<file path="src/rtl/spd_ram.sv">
module spd_ram #(
  parameter int WIDTH = 8,
  parameter int DEPTH = 16
) (
  input  logic                     clk,
  input  logic                     we,
  input  logic [$clog2(DEPTH)-1:0] waddr,
  input  logic [WIDTH-1:0]         wdata,
  input  logic [$clog2(DEPTH)-1:0] raddr,
  output logic [WIDTH-1:0]         rdata
);

  logic [WIDTH-1:0] mem [DEPTH];

  always_ff @(posedge clk) begin
    if (we) begin
      mem[waddr] <= wdata;
    end
    rdata <= mem[raddr];
  end

endmodule

</file>
<file path="config.mk">
export PLATFORM = sky130hd
export DESIGN_NAME = spd_ram
export DESIGN_NICKNAME = d
export VERILOG_FILES = /design/src/rtl/spd_ram.sv
export SDC_FILE = /design/constraint.sdc
export NUM_CORES = 1
export LEC_CHECK = 0
export BUFFER_PORTS_ARGS = -buffer_cell sky130_fd_sc_hd__buf_4
export CAP_MARGIN = 10
export CELL_PAD_IN_SITES_DETAIL_PLACEMENT = 0
export CELL_PAD_IN_SITES_GLOBAL_PLACEMENT = 1
export CORE_ASPECT_RATIO = 1.5
export CORE_MARGIN = 8
export CORE_UTILIZATION = 30
export CTS_BUF_LIST = sky130_fd_sc_hd__clkbuf_8
export DETAILED_ROUTE_END_ITERATION = 16
export GPL_ROUTABILITY_DRIVEN = 0
export PLACE_DENSITY_LB_ADDON = 0.1
export SETUP_SLACK_MARGIN = 0.15
export SYNTH_ARGS = -nofsm -noshare
export SYNTH_HDL_FRONTEND = slang
export SYNTH_SLANG_ARGS = --single-unit
</file>
<file path="constraint.sdc">
create_clock -name clk -period 2 [get_ports clk]
set_clock_uncertainty 0.05 [all_clocks]
set_input_delay 0.6 -clock clk [delete_from_list [all_inputs] [get_ports clk]]
set_output_delay 0.6 -clock clk [all_outputs]
set_load 0.1 [all_outputs]
</file>
=== Yosys cells after proc, flatten, opt, wreduce, memory -nomap -nowiden ===
Memory sizes are Yosys's and may differ from the RTL's. A register that Yosys moved wholly into a read port is not among the register bits.
Index checks and enable logic that the tools add are counted.

* Register bits: 0
* Memory bits (writable): 128
* Input port bits: 18
* Output and inout port bits: 8
* Logic and storage cells: 3
* Memories: 1

{| class="wikitable"
|+ Memories
! memory !! depth !! bits a word !! read ports !! clocked after memory_dff !! write ports !! line !! text
|-
| mem || 16 || 8 || 1 || 1 || 1 || 13 || <nowiki>logic [WIDTH-1:0] mem [DEPTH];</nowiki>
|}

* Mux-type cells: 2

{| class="wikitable"
|+ Operators with widths
! kind !! number
|-
| $mux 1 || 2
|}

=== Longest topological paths before layout ===
* Depth in word-level cells: 2
* Mapped depth: 5
* Depth with buffers taken out: 3

=== Worst setup path after synthesis ===
Ideal clock, no wire load.

* Kind: input port to flip-flop
* From: input port waddr[2]
* To: memory mem[0][0] (enable)
* Setup time: 383 ps
* Arrival: 1710 ps
* Data required time: 1567 ps
* Setup slack: -143 ps
* Stages: 2
* Path buffers: 0
* Cells stage by stage: or3b_2 -> nor3_1

{| class="wikitable"
|+ RTL lines
! item !! line !! text
|-
| start, declared || 7 || <nowiki>input logic [$clog2(DEPTH)-1:0] waddr,</nowiki>
|-
| end, declared || 13 ||
|}

Straight into the memory's write port.

=== Worst setup path after layout ===
* From: register rdata[6] (read register of mem)
* To: output port rdata[6]

{| class="wikitable"
|+ RTL lines
! item !! line !! text
|-
| start, declared || 10 || <nowiki>output logic [WIDTH-1:0] rdata</nowiki>
|}

No word-level cell between the ends.

==> results by group <==
CTS
  • Post-CTS Hold Buffers: 0
  • Root Driver: clkbuf_8
  • Clock Latency Late Sink: 0.42 ns
  • CTS sink count: 136
  • CTS resizes: 0
  • Post CTS Setup Buffer Count: 0
  • Htree depth: 4
  • Total CTS buffers: 17
  • CTS tree: built
  • CTS max path bufs: 2
  • CTS clk-pin slew, worst paths: 0.07 ns

Timing
  • Max Fclk: 582 MHz
  • RSZ-0062 raised after global routing: no
  • Final min period: 1.72 ns
  • Worst hold slack: 0.435 ns
  • Fin. Hold Viols: 0
  • Finish-stage setup viols: 0
  • Final worst-path cycle share: 86.0%
  • Worst-Margin Slew: 0.855 ns
  • Max Slew Vio Count: 0
  • Slew HR: 42.9%

Layout
  • Non-filler instance count after layout: 518
  • Synth-to-layout area growth: 21.1%
  • Most frequent cells in the layout: edfxtp_1, buf_4, mux4_2, clkbuf_8, a22oi_1
  • Antenna Diode Count: 0
  • Most common cell after layout, fill and taps aside: edfxtp_1
  • Layout cells sized above 1: 34.1%
  • Nets: 313

Setup path
  • Setup slack, reg-to-reg: 0.59 ns
  • Slowest CP cell: dfxtp_1
  • Critical path capture point type: primary output
  • Crit path depth: 1
  • Worst EP arrival: 1.07 ns
  • Crit Path Class: flop to primary output
  • Crit path max-delay family: flip-flops
  • Crit-path cells: buf_4
  • WP buf/inv: 1
  • R2r worst-path depth: 3
  • Crit path largest cell delay: 0.34 ns
  • CP startpoint kind: flop
  • WP data required: 1.35 ns
  • Worst-path maximum fanout: 1

Routing
  • Iteration-0 DRC Markers: 143
  • Drt pass-1 iters: 5
  • Vias/cell: 4.62
  • # DRC: 0
  • Routed WL per cell: 21.1 microns
  • DRT Wirelength: 10.9 mm
  • Vias: 2394
  • Final antenna-violating net count: 0

Global route
  • Largest net degree at the start of global routing: 19
  • Antenna violations before repair: 0
  • Number of global-route vias before repair: 2715
  • Global-route wire length before repair: 16.4 mm
  • Tot GR Track Use: 10.8%
  • Congestion Overflow GR: 0

Floorplanning
  • Die ar.: 21700 sq um
  • Die W: 123 microns
  • Num rows: 58
  • Boundary Pins: 26
  • Core area: 16800 sq um
  • Chip Height: 176 microns
  • Starting Density: 30.7%

Yosys
  • Area of the mapped netlist: 5150 sq um
  • Post-synth net total: 247
  • Avg Inst Size Synth: 22.5 sq um
  • Synth warn: 0
  • Top-area cell type share of the netlist area: 74.7%
  • Largest area contributor in the netlist: edfxtp_1
  • Synthesized instance count: 229
  • Post-synthesis cell type count: 19
  • Synth top area cells: edfxtp_1, mux4_2, mux4_1
  • Sequential area share after synthesis: 77.8%
  • Seq cells post-synth: 136

Outcome
  • Status: complete, no violations

Min path
  • Hold depth: 1
  • HP Class: input pin to flop

Placed design
  • DPL Wire Length: 7.59 mm
  • Port bufs: 25
  • DP Cell Count: 486

Run
  • Max-Cap Viols: 0

Power
  • Pleak: 2.11 nW
  • Power Dens Cells: 950 nW/um^2
  • Worst vdd rail ir drop: 0.309 mV
-- state kept, by name, summed over array words and instances, names as in the netlist --
register and cells:
rdata 8, mem 128
-- worst paths after layout --
path / startpoint / end
setup / recovery: rdata[6] / rdata[6]
hold reg to reg: mem[14][3] / rdata[3]
hold / removal: wdata[3] / mem[5][3]
setup reg to reg: mem[1][1] / rdata[1]
-- metal layers --
metal,vias up,wire length (microns),GRT usage [%]
met5,-,0,0
met4,0,141,4.74
met1,1244,4460,12.1
met3,6,302,2.72
met2,43,6010,18.8
li1,1101,-,-
-- where the power goes --
part	switching, W	internal [W]	total [W]	leakage (nW)
Clock	0.00102	0.00122	0.00224	0.199
Combinational	0.000313	0.000169	0.000482	0.685
Sequential	0.0000175	0.00318	0.00320	1.22
-- logic make-up after synthesis --
kind of cell | share of synthesized area [%]
compound gates | 2.33
buf+inv | 1.68
simple gates | 3.18
mux | 15.0
flops | 77.8
-- area by class of cell --
| cell class | count | area [sq um] |
|---|---|---|
| clock buffer | 17 | 234 |
| tap | 210 | 263 |
| clock inverter | 15 | 166 |
| multi-input combinational | 83 | 1060 |
| fill | 1534 | 10500 |
| timing repair buffer | 57 | 503 |
| sequential | 136 | 4000 |
-- cells in the mapped netlist --
library cell	instances
or3b_2	1
nand3b_1	2
and2_1	1
mux4_1	14
buf_6	3
and2b_1	1
nand3_1	1
nor2b_1	1
nor2_1	13
mux4_2	18
clkdlybuf4s25_2	3
nor3_1	4
nand2b_1	2
a22oi_1	16
dfxtp_1	8
buf_2	3
nand2_1	9
edfxtp_1	128
buf_4	1
-- metrics by stage --
stage,instance area [sq um],total power [W],TNS (ns),utilization (%),setup WS [ns]
after floorplan,5150,0.00356,0,-,0.0839
after global placement,5830,0.00376,-0.211,34.8,-0.0710
after detailed placement,5830,0.00376,-0.247,34.8,-0.0731
after CTS,6230,0.00600,0,37.2,0.222
after global routing,6230,0.00614,0,37.2,0.208
final,6230,0.00592,0,37.2,0.281
Note: power is estimated with default switching activity, not from simulation.
