## config.mk

```make
export PLATFORM = sky130hd
export DESIGN_NAME = spd_relax
export DESIGN_NICKNAME = d
export VERILOG_FILES = /design/src/rtl/spd_pkg.sv /design/src/rtl/spd_relax.sv
export SDC_FILE = /design/constraint.sdc
export NUM_CORES = 1
export LEC_CHECK = 0
export BUFFER_PORTS_ARGS = -buffer_cell sky130_fd_sc_hd__buf_4
export CORE_MARGIN = 2
export CORE_UTILIZATION = 44
export DETAILED_ROUTE_END_ITERATION = 10
export PLACE_DENSITY_LB_ADDON = 0.12
export SYNTH_ARGS = -nofsm -noshare
export SYNTH_HDL_FRONTEND = slang
export SYNTH_SLANG_ARGS = --single-unit
```

## constraint.sdc

```tcl
create_clock -name vclk -period 3.3
set_input_delay 0.165 -clock vclk [all_inputs]
set_output_delay 0.165 -clock vclk [all_outputs]
set_load 0.005 [all_outputs]
```

## src/rtl/spd_pkg.sv

```systemverilog
package spd_pkg;

  localparam int DIST_BITS = 22;
  localparam logic [DIST_BITS-1:0] DIST_MAX = {DIST_BITS{1'b1}};

  localparam logic [1:0] MODE_WRITE     = 2'd0;
  localparam logic [1:0] MODE_WRITE_RUN = 2'd1;
  localparam logic [1:0] MODE_RUN       = 2'd2;
  localparam logic [1:0] MODE_NONE      = 2'd3;

  localparam logic CFG_VERTEX_COUNT  = 1'b0;
  localparam logic CFG_SOURCE_VERTEX = 1'b1;

  typedef struct packed {
    logic [1:0]  mode;
    logic [5:0]  vertex_a;
    logic [5:0]  vertex_b;
    logic [15:0] edge_weight;
  } in_word_t;

  typedef struct packed {
    logic [5:0]           vertex_index;
    logic                 reachable;
    logic [DIST_BITS-1:0] distance;
    logic                 last;
  } out_word_t;

  // per-vertex entry of the vertex memory
  typedef struct packed {
    logic                 reached;
    logic                 done;
    logic [DIST_BITS-1:0] best;
  } vent_t;

  typedef struct packed {
    logic                 upd;
    logic [DIST_BITS-1:0] cand;
  } relax_t;

  typedef enum logic [2:0] {
    ST_CLEAR,
    ST_IDLE,
    ST_INIT,
    ST_SCAN,
    ST_MARK,
    ST_RELAX,
    ST_OUT_RD,
    ST_OUT_WAIT
  } state_t;

endpackage

```

## src/rtl/spd_relax.sv

```systemverilog
module spd_relax
  import spd_pkg::*;
#(
  parameter int WB = 16
) (
  input  logic [DIST_BITS-1:0] base,
  input  logic [WB-1:0]        weight,
  input  vent_t                entry,
  input  logic                 skip,
  output relax_t               res
);

  logic [DIST_BITS:0] sum;

  always_comb begin
    sum = {1'b0, base} + (DIST_BITS + 1)'(weight);
    res.cand = sum[DIST_BITS] ? DIST_MAX : sum[DIST_BITS-1:0];
    res.upd = (weight != '0) && !skip && !entry.done &&
              (!entry.reached || (res.cand < entry.best));
  end

endmodule

```

After elaboration in Yosys (flattened, before gate mapping)
Cells that the tools add are included.

Flip-flop bits (word level): 0. Bits of input ports: 63. Output and inout port bits: 23. Word-level logic and storage cells: 11.

$add $sub $neg: 1. Order comparisons: 1. Multiplexer cells: 1. Reduce and logical (&&, ||, !) cells: 8.

Operator list (number): $add A22 B16 Y23 (1); $lt A22 B22 Y1 (1); $mux W22 (1); $reduce_bool A16 Y1 (1); $logic_and A1 B1 Y1 (3); $logic_not A1 Y1 (3); $logic_or A1 B1 Y1 (1).

Depth between registers and ports, before layout
Gate-level depths: netlist of the first run.

Depth after elaboration: 5. Mapped depth: 17. Gate-level depth less buffers: 16.

Worst setup path before layout of the first run
Ideal clock, no wire load.

Kind: input to output. From: input port base[0]. To: output port res[22] in the netlist's numbering. Arrival time: 3224 ps. Slack: -89 ps. Stages: 16. Path buffers: 0. Cells stage by stage: ha_1 -> inv_1 -> fa_1 -> nor2b_2 -> o2111ai_1 -> a211oi_2 -> o21ai_1 -> nor3_2 -> mux2_1 -> ha_1 -> nand3_1 -> or3_1 -> nor2_1 -> nand2_1 -> a311oi_1 -> nor3_1.

RTL lines: from (decl) (line spd_relax.sv:6) `input logic [DIST_BITS-1:0] base,`; to (decl) (line spd_relax.sv:10) `output relax_t res`.

==> summary.md, run 1 <==
| Metric | Value |
|---|---|
| Power Dens Cells | `204.0 mW/mm2` |
| Die H | `65.15 um` |
| Seq cells | `0` |
| Final Net Count | `496` |
| Cell taking the most area after synthesis | `ha_1` |
| CP required | `3130 ps` |
| Register Area | `0 um2` |
| Detailed-route via count | `2425` |
| Chip Width | `65.15 um` |
| Fin util | `84.47%` |
| Period utilization | `112.7%` |
| Synth Instances | `238` |
| Global route overflow | `0` |
| Drt via density | `5.499` |
| Max-cap violations | `0` |
| ANT cells | `0` |
| Syn_nets | `339` |
| Core footprint | `0.003633 mm2` |
| Vias in the first global route | `2327` |
| Slew headroom | `68.64%` |
| Layout cells sized above 1 | `48.09%` |
| Finished Cell Area | `0.003069 mm2` |
| Syn. warnings | `0` |
| Largest net degree at the start of global routing | `8` |
| Layout area overhead | `86.54%` |
| Top post-synthesis cells by area | `ha_1, inv_1, nand2_1, a21oi_1, o21ai_0` |
| Final setup fails | `1` |
| Crit Path Class | `in -> out` |
| Syn Area/Cell | `6.913 um2` |
| Crit-path cells | `buf_8, ha_4, inv_2, fa_2, nor2b_4, o2111ai_4, a211oi_4, o21ai_2, nor3_2, mux2_4, ha_4, nand3_2, or3_4, nor2_4, o211ai_1, a31oi_1, nor3_1, buf_4` |
| IR drop worst, VDD | `0.1167 mV` |
| Critical path's largest stage delay | `400 ps` |
| Crit path from | `base[0]` |
| DP HPWL | `5116 um` |
| Number of DRC markers in iteration 0 | `121` |
| WL/cell | `15.39 um` |
| Antenna violations before repair | `0` |
| Max Fclk | `0.2689 GHz` |
| Worst-margin pin slew | `466.1 ps` |
| P_leak | `0.001628 uW` |
| DRC | `0` |
| Clock buffers | `0` |
| Commonest cells in the netlist | `ha_1, inv_1, nand2_1` |
| Critical Path Slowest Stage Cell | `fa_2` |
| CTS Hold Bufs | `0` |
| Total track usage | `29.25%` |
| Initial core utilization | `45.28%` |
| CP Capture Point | `res[22]` |
| Initial DRT Pass Iterations | `5` |
| Worst Slack Setup Final | `-418.4 ps` |
| DIE AREA | `0.004245 mm2` |
| Register area share after synthesis | `0%` |
| Hold Vio Cnt, Final | `0` |
| Worst setup SP type | `input pin` |
| First-pass GRT wire length | `10020 um` |
| CP endpoint kind | `output port` |
| Site Rows | `22` |
| Crit. path cell count | `18` |
| Fin. max-slew vios | `0` |
| Crit path top cell by count | `ha_4` |
| Final wirelength | `6785 um` |
| Yosys top cell area share | `28.14%` |
| Port Buffers | `86` |
| Failing checks | `negative setup slack` |
| Post-place setup slack | `-535.2 ps` |
| Mapped Area | `0.001645 mm2` |
| Top Ports | `86` |
| Crit path max-delay family | `simple AND/OR/NAND/NOR gates` |
| RSZ-0062 raised after global routing | `yes` |
| Yosys cell types | `48` |
| Max FO, Critical Path | `3` |
| Outcome | `finished, violations left` |
| Setup TNS Final | `-418.4 ps` |
| Worst Path Arrival | `3550 ps` |
| Routability cong. | `0.8977` |
| Final worst path period need | `3718 ps` |
| Design Power | `626.2 uW` |
| Final ANT Viol Nets | `0` |
| Worst Hold Class | `in -> out` |
| Placed Area | `0.002863 mm2` |
| Count leader, synth | `ha_1` |
| CP Buf/Inv Count | `3` |
==> worst min path at each step <==
stage / to / cells past startpoint / start
after floorplan: res[19] / 1 / base[19]
after global placement: res[19] / 3 / base[19]
after detailed placement: res[19] / 3 / base[19]
after CTS: res[19] / 3 / base[19]
after global routing: res[19] / 3 / base[19]
final: res[19] / 3 / base[19]
==> routing by layer <==
layer	part of all wire (%)	vias up	track usage [%]	routed length, um
met1	38	1137	34.06	2598
met5	0	-	0	0
met2	54	88	58.76	3671
li1	-	1180	-	-
met3	4.8	20	1.370	327
met4	2.8	0	5.469	187
==> logic make-up (layout without fill, tap and decap cells) <==
| kind of cell | count (synthesis) | after routing | share of synthesized area [%] |
|---|---|---|---|
| buffers and inverters | 36 | 191 | 8.593 |
| AOI/OAI and AO/OA | 73 | 73 | 30.42 |
| and+or+nand+nor | 76 | 76 | 22.66 |
| adders and majority gates | 38 | 38 | 29.35 |
| muxes | 6 | 6 | 4.182 |
| xor gates and xnor gates | 9 | 9 | 4.791 |
==> timing repair <==
item | CTS | global route
buffers inserted | 5 | 2
setup endpoints to repair | 1 | 1
gates resized for setup | 17 | 12
pin swaps | 14 | 15
==> per-stage QoR <==
stage | hold WS (ps) | cells
2_1_floorplan | 459.3 | 238
3_3_place_gp | 667.2 | 434
3_5_place_dp | 673.3 | 434
4_1_cts | 674.1 | 439
5_1_grt | 695.5 | 441
6_report | 672.2 | 441
==> report_power, final <==
part | leakage, uW | total (uW) | switching (uW) | internal (uW)
Sequential | 0 | 0 | 0 | 0
Clock | 0 | 0 | 0 | 0
Combinational | 0.00163 | 626 | 282 | 344
Total | 0.00163 | 626 | 282 | 344
==> cell type report <==
class	count	area, um2
Timing Repair Buffer	158	1205
Tap cell	48	60.06
Fill cell	256	564.3
Multi-Input combinational cell	202	1680
Inverter	33	123.9
==> cell usage in the layout, fill, tap and decap left out, types with 2 or more instances in the layout <==
cell type	count
buf_4	155
inv_1	32
ha_1	32
nand2_1	27
a21oi_1	18
o21ai_0	12
nor2_1	10
a21o_1	8
xnor2_1	6
nand3_1	5
nor3_1	5
ha_4	5
a31oi_1	4
o211ai_1	4
nor4_1	4
nand4_1	3
o21a_1	3
nand3_2	3
xor2_1	3
o2111ai_4	2
a21boi_0	2
nor3b_1	2
a211oi_4	2
nor2_4	2
mux2i_1	2
nor2b_1	2
nand2b_1	2
o21bai_1	2
o211a_1	2
mux2_2	2
nor3_2	2
mux2_4	2
o21ai_1	2
a211oi_1	2
and4_1	2
buf_8	2
Note: power is estimated with default switching activity, not from simulation.
==> run 2, diff against run 1 <==
--- a/config.mk
+++ b/config.mk
@@ -5,10 +5,10 @@
 export SDC_FILE = /design/constraint.sdc
 export NUM_CORES = 1
 export LEC_CHECK = 0
-export BUFFER_PORTS_ARGS = -buffer_cell sky130_fd_sc_hd__buf_4
 export CORE_MARGIN = 2
-export CORE_UTILIZATION = 44
+export CORE_UTILIZATION = 48
 export DETAILED_ROUTE_END_ITERATION = 10
+export DONT_BUFFER_PORTS = 1
 export PLACE_DENSITY_LB_ADDON = 0.12
 export SYNTH_ARGS = -nofsm -noshare
 export SYNTH_HDL_FRONTEND = slang
==> run 2 against run 1 <==
Flip-flop and latch count stayed put. Die area is 7.8% lower. The run now ends clean. Power is 26% lower. Sequential share of layout area stayed put. Core utilization is 16 points lower. Critical path type unchanged. Global-route usage is 6.1 points lower. Critical endpoint unchanged. Non-clock buffer count is 101 lower.
==> summary.md, run 2 (synthesis results as in run 1) <==
| Metric | Value |
|---|---|
| DP HPWL | `4264 um (-17%)` |
| Antenna violations before repair | `0 (unchanged)` |
| Worst Path Arrival | `3090 ps (-460 ps)` |
| Multi-input logic area | `0.001647 mm2 (-2.0%)` |
| Met2 usage | `44.09% (-15 points)` |
| Met3 Usage GRT | `1.802% (+0.43 points)` |
| CP endpoint kind | `output port` |
| Largest net degree at the start of global routing | `11 (+3)` |
| WL/cell | `14.00 um (-9.0%)` |
| Fin. max-slew vios | `0 (unchanged)` |
| Crit Path Class | `in -> out` |
| CP required | `3130 ps (about the same)` |
| Clock buffers | `0 (unchanged)` |
| Placed Area | `0.002152 mm2 (-25%)` |
| Layout fillers | `301 (+18%)` |
| Worst setup SP type | `input pin` |
| Hold Vio Cnt, Final | `0 (unchanged)` |
| Layout area overhead | `38.10%` |
| Detailed-route via count | `1889 (-22%)` |
| GR Util met1 | `29.30% (-4.8 points)` |
| Critical Path Slowest Stage Cell | `or3_4` |
| Slew headroom | `67.17% (-1.5 points)` |
| Crit-path cells | `ha_4, inv_2, fa_2, nor2b_4, o2111ai_2, a211oi_2, buf_4, buf_4, nor3_4, o31a_1, ha_1, nand3_1, or3_4, nor2_4, nand2_2, a311oi_2, nor3_2` |
| Crit path top cell by count | `buf_4` |
| CTS Hold Bufs | `0 (unchanged)` |
| Global route overflow | `0 (unchanged)` |
| Site Rows | `21 (-4.5%)` |
| Number of DRC markers in iteration 0 | `85 (-30%)` |
| RSZ-0062 raised after global routing | `yes` |
| Port Buffers | `0 (-100%)` |
| Die H | `62.55 um (-4.0%)` |
| Initial DRT Pass Iterations | `4 (-1)` |
| Busiest layer in global routing | `met2` |
| Routability cong. | `0.8665 (-3.5%)` |
| Final setup fails | `0 (-1)` |
| CP Buf/Inv Count | `3 (unchanged)` |
| Seq cells | `0 (unchanged)` |
| P_leak | `0.001151 uW (-29%)` |
| Crit path max-delay family | `simple AND/OR/NAND/NOR gates` |
| Final Net Count | `395 (-20%)` |
| Outcome | `complete, no violations` |
| Initial core utilization | `49.70% (+4.4 points)` |
| Final worst path period need | `3258 ps (-460.4 ps)` |
| Core footprint | `0.003311 mm2 (-8.9%)` |
| Max-cap violations | `0 (unchanged)` |
| DRC | `0 (unchanged)` |
| Commonest non-fill, non-tap cells in the layout | `buf_4, ha_1, inv_1` |
| Power Dens Cells | `204.5 mW/mm2 (+0.23%)` |
| First-pass GRT wire length | `7707 um (-23%)` |
| Period utilization | `98.73% (-14 points)` |
| Chip Width | `62.55 um (-4.0%)` |
| Setup TNS Final | `0 ps (+418.4 ps)` |
| Top Ports | `86 (unchanged)` |
| Finished Cell Area | `0.002272 mm2 (-26%)` |
| Max FO, Critical Path | `3 (unchanged)` |
| ANT cells | `0 (unchanged)` |
| Worst Hold Class | `in -> out` |
| Register Area | `0 um2 (unchanged)` |
| Max Fclk | `0.3069 GHz (+14%)` |
| Worst-margin pin slew | `487.3 ps (+21.12 ps)` |
| IR drop worst, VDD | `0.09676 mV (-17%)` |
| Drt via density | `5.589 (+1.6%)` |
| Vias in the first global route | `1813 (-22%)` |
| Total track usage | `23.14% (-6.1 points)` |
| DIE AREA | `0.003912 mm2 (-7.8%)` |
| Final ANT Viol Nets | `0 (unchanged)` |
| Layout cells sized above 1 | `30.14% (-18 points)` |
| Commonest non-fill, non-tap cell in the layout | `buf_4` |
| Critical path's largest stage delay | `410 ps (about the same)` |
| Final wirelength | `4731 um (-30%)` |
run 2: changes by cell type in the layout (fill, tap and decap cells not counted), moves of 2 or more:
cell	delta
buf_4	-100
a211oi_2	+3
nand2_2	+2
a21oi_1	-2
ha_4	-2
nand3_1	+3
buf_8	-2
nand3_2	-3
nand2_1	-2
a21oi_2	+2
nor2_1	+2
ha_1	+2
a211oi_4	-2
run 2: worst paths after layout:
check                      from  endpoint  slack, ps  cells after the start
worst max-delay path    base[0]   res[22]         40                     17
worst min-delay path  entry[22]   res[22]        530                      3
run 2: routing by layer:
metal / share of wire (%) / vias to the layer above
li1: - / 980
met1: 44 / 857
met2: 50 / 50
met3: 5.0 / 2
met4: 0.63 / 0
met5: 0 / -
run 2: per-stage QoR:
step | std cells | power [uW] | setup slack, ps | utilization [%] | hold WS, ps
floorplan | 238 | 265.8 | 5.180 | - | 459.3
global placement | 336 | 437.8 | -143.8 | 65.00 | 483.7
detailed placement | 336 | 440.0 | -189.6 | 65.00 | 493.8
CTS | 338 | 457.1 | 1.630 | 67.54 | 506.6
global route | 338 | 519.0 | -101.0 | 68.63 | 553.8
finish | 338 | 464.6 | 41.96 | 68.63 | 526.9
run 2: layout make-up:
| class | count | area share (%) |
|---|---|---|
| tap | 46 | 2.533 |
| inverter | 33 | 5.452 |
| multi-input combinational | 202 | 72.47 |
| timing repair buffer | 57 | 19.55 |
run 2: worst min-delay path, cell delays in order:
cell     delay, ps
nor3_1          30
o21ai_1         90
nor3_2          70
run 2: report_power, final:
part	switching [uW]	leakage (uW)	total, uW	internal [uW]
Sequential	0	0	0	0
Clock	0	0	0	0
Combinational	226	0.00115	465	239
run 2: timing repair:
| item | 4_1_cts | 5_1_grt |
|---|---|---|
| buffers inserted | 2 | 0 |
| pin swaps | 4 | 3 |
| resized for setup | 14 | 8 |
| hold endpoints to repair | 0 | 0 |
| endpoints found under the setup margin | 1 | 1 |
==> run 3, diff against run 2 <==
--- a/config.mk
+++ b/config.mk
@@ -9,7 +9,7 @@
 export CORE_UTILIZATION = 48
 export DETAILED_ROUTE_END_ITERATION = 10
 export DONT_BUFFER_PORTS = 1
-export PLACE_DENSITY_LB_ADDON = 0.12
+export PLACE_DENSITY = 0.64
 export SYNTH_ARGS = -nofsm -noshare
 export SYNTH_HDL_FRONTEND = slang
 export SYNTH_SLANG_ARGS = --single-unit
==> run 3 against run 2 <==
Cell count fell by 1.2%. Maximum frequency fell by 1.2%. Critical path depth did not move. Via count fell by 0.64%. Global-route usage rose by 1.2 points. Sequential share of layout area did not move. Combinational power fell by 2%. Hold slack barely moved. Routed wire length rose by 1.1%. Die area did not move.
==> summary.md, run 3 (synthesis results as in run 1) <==
| Metric | Value |
|---|---|
| First-pass GRT wire length | `8010 um (+3.9%)` |
| Period utilization | `99.93% (+1.2 points)` |
| Placed Area | `0.002095 mm2 (-2.7%)` |
| CTS Hold Bufs | `0 (unchanged)` |
| Seq cells | `0 (unchanged)` |
| IR drop worst, VDD | `0.08360 mV (-14%)` |
| Layout fillers | `312 (+3.7%)` |
| CP required | `3130 ps (about the same)` |
| Power share of the sequential group | `0% (unchanged)` |
| Clk pwr share | `0% (unchanged)` |
| Vias in the first global route | `1848 (+1.9%)` |
| Drt via density | `5.620 (+0.55%)` |
| Final setup fails | `0 (unchanged)` |
| Routability cong. | `0.9299 (+7.3%)` |
| Hold Vio Cnt, Final | `0 (unchanged)` |
| Top Ports | `86 (unchanged)` |
| Layout cells sized above 1 | `27.08% (-3.1 points)` |
| Final wirelength | `4783 um (+1.1%)` |
| Worst Hold Class | `in -> out` |
| Worst Path Arrival | `3130 ps (+40 ps)` |
| Crit Path Class | `in -> out` |
| Placed Cells incl. Taps | `330 (-1.8%)` |
| Commonest non-fill, non-tap cell in the layout | `buf_4` |
| P_leak | `0.001117 uW (-3.0%)` |
| Crit path from | `base[0]` |
| Fin util | `65.80% (-2.8 points)` |
| Net Sw Frac | `49.09% (+0.53 points)` |
| Number of DRC markers in iteration 0 | `104 (+22%)` |
| Global route overflow | `0 (unchanged)` |
| CP endpoint kind | `output port` |
| Switching power | `224.2 uW (-0.63%)` |
| Logic gate share of total power | `100.0% (about the same)` |
| Port Buffers | `0 (unchanged)` |
| Initial DRT Pass Iterations | `4 (unchanged)` |
| Antenna violations before repair | `0 (unchanged)` |
| Max FO, Critical Path | `4 (+1)` |
| Final worst path period need | `3298 ps (+39.81 ps)` |
| ANT cells | `0 (unchanged)` |
| Worst setup SP type | `input pin` |
| Max Fclk | `0.3032 GHz (-1.2%)` |
| RSZ-0062 raised after global routing | `yes` |
| Setup TNS Final | `0 ps (unchanged)` |
| Detailed-route via count | `1877 (-0.64%)` |
| Non-Filler Instances | `334 (-1.2%)` |
| Finished Cell Area | `0.002178 mm2 (-4.1%)` |
| Die H | `62.55 um (unchanged)` |
| Layout area overhead | `32.40%` |
| Worst-margin pin slew | `439.2 ps (-48.04 ps)` |
| Core footprint | `0.003311 mm2 (unchanged)` |
| WL/cell | `14.32 um (+2.3%)` |
| Fin. max-slew vios | `0 (unchanged)` |
| Total track usage | `24.35% (+1.2 points)` |
| DIE AREA | `0.003912 mm2 (unchanged)` |
| Power Dens Cells | `209.7 mW/mm2 (+2.5%)` |
| Site Rows | `21 (unchanged)` |
| Register Area | `0 um2 (unchanged)` |
| Final ANT Viol Nets | `0 (unchanged)` |
| DRC | `0 (unchanged)` |
| Outcome | `complete, no violations` |
| CP Capture Point | `res[22]` |
| Clock buffers | `0 (unchanged)` |
| Max-cap violations | `0 (unchanged)` |
| Pint | `232.5 uW (-2.7%)` |
| Multi-input logic area | `0.001599 mm2 (-2.9%)` |
| Chip Width | `62.55 um (unchanged)` |
| Initial core utilization | `49.70% (unchanged)` |
| Final Net Count | `391 (-1.0%)` |
| DP HPWL | `4177 um (-2.0%)` |
| Largest net degree at the start of global routing | `11 (unchanged)` |
| Slew headroom | `70.41% (+3.2 points)` |
| Commonest non-fill, non-tap cells in the layout | `buf_4, ha_1, inv_1` |
-- run 3: cell types whose count changed in the layout (fill, tap and decap cells not counted), sizes merged --
cell	previous run	this run
buf	57	53
-- run 3: critical path: stages --
cell and delay [ps]:
ha_4 110, inv_2 30, fa_2 350, nor2b_2 140
o2111ai_2 160, a211oi_2 200, buf_4 190, o21ai_2 70
nor3_2 150, mux2_4 340, ha_4 270, nand3_2 90
or3_4 360, nor2_1 110, a211oi_1 70, a31oi_1 230
nor3_2 80
-- run 3: timing repair --
item	4_1_cts	5_1_grt
pin swaps	3	3
endpoints found under the setup margin	1	1
gates resized for setup	9	4
setup buffers	3	1
-- run 3: worst min path at each step --
stage / startpoint / endpoint / slack (ps) / cells past startpoint
2_1_floorplan: base[19] / res[19] / 460 / 1
3_3_place_gp: entry[22] / res[22] / 490 / 3
3_5_place_dp: entry[22] / res[22] / 500 / 3
4_1_cts: entry[22] / res[22] / 520 / 3
5_1_grt: entry[22] / res[22] / 560 / 3
6_report: entry[22] / res[22] / 530 / 3
-- run 3: power by group through the flow --
stage                     Clock, uW  Combinational [uW]  Sequential (uW)
after floorplan                   0                 266                0
after global placement            0                 435                0
after detailed placement          0                 438                0
after CTS                         0                 451                0
after global routing              0                 516                0
final                             0                 457                0
-- run 3: metrics by stage --
stage	setup WS (ps)	total power, uW	hold WS (ps)
2_1_floorplan	5.180	265.8	459.3
3_3_place_gp	-64.92	435.3	486.1
3_5_place_dp	-186.4	438.0	503.4
4_1_cts	10.11	451.3	523.1
5_1_grt	-190.2	515.6	558.2
6_report	2.149	456.8	526.9
-- run 3: metal layers --
metal	up-vias	wire, um	track usage (%)
li1	971	-	-
met3	4	191	1.441
met2	61	2439	46.77
met4	0	42	3.056
met5	-	0	0
met1	841	2110	30.28
-- run 3: cell type report --
cell class,count,share of cell area [%]
inverter,33,5.686
multi-input combinational,202,73.41
tap,46,2.642
timing repair buffer,53,18.27
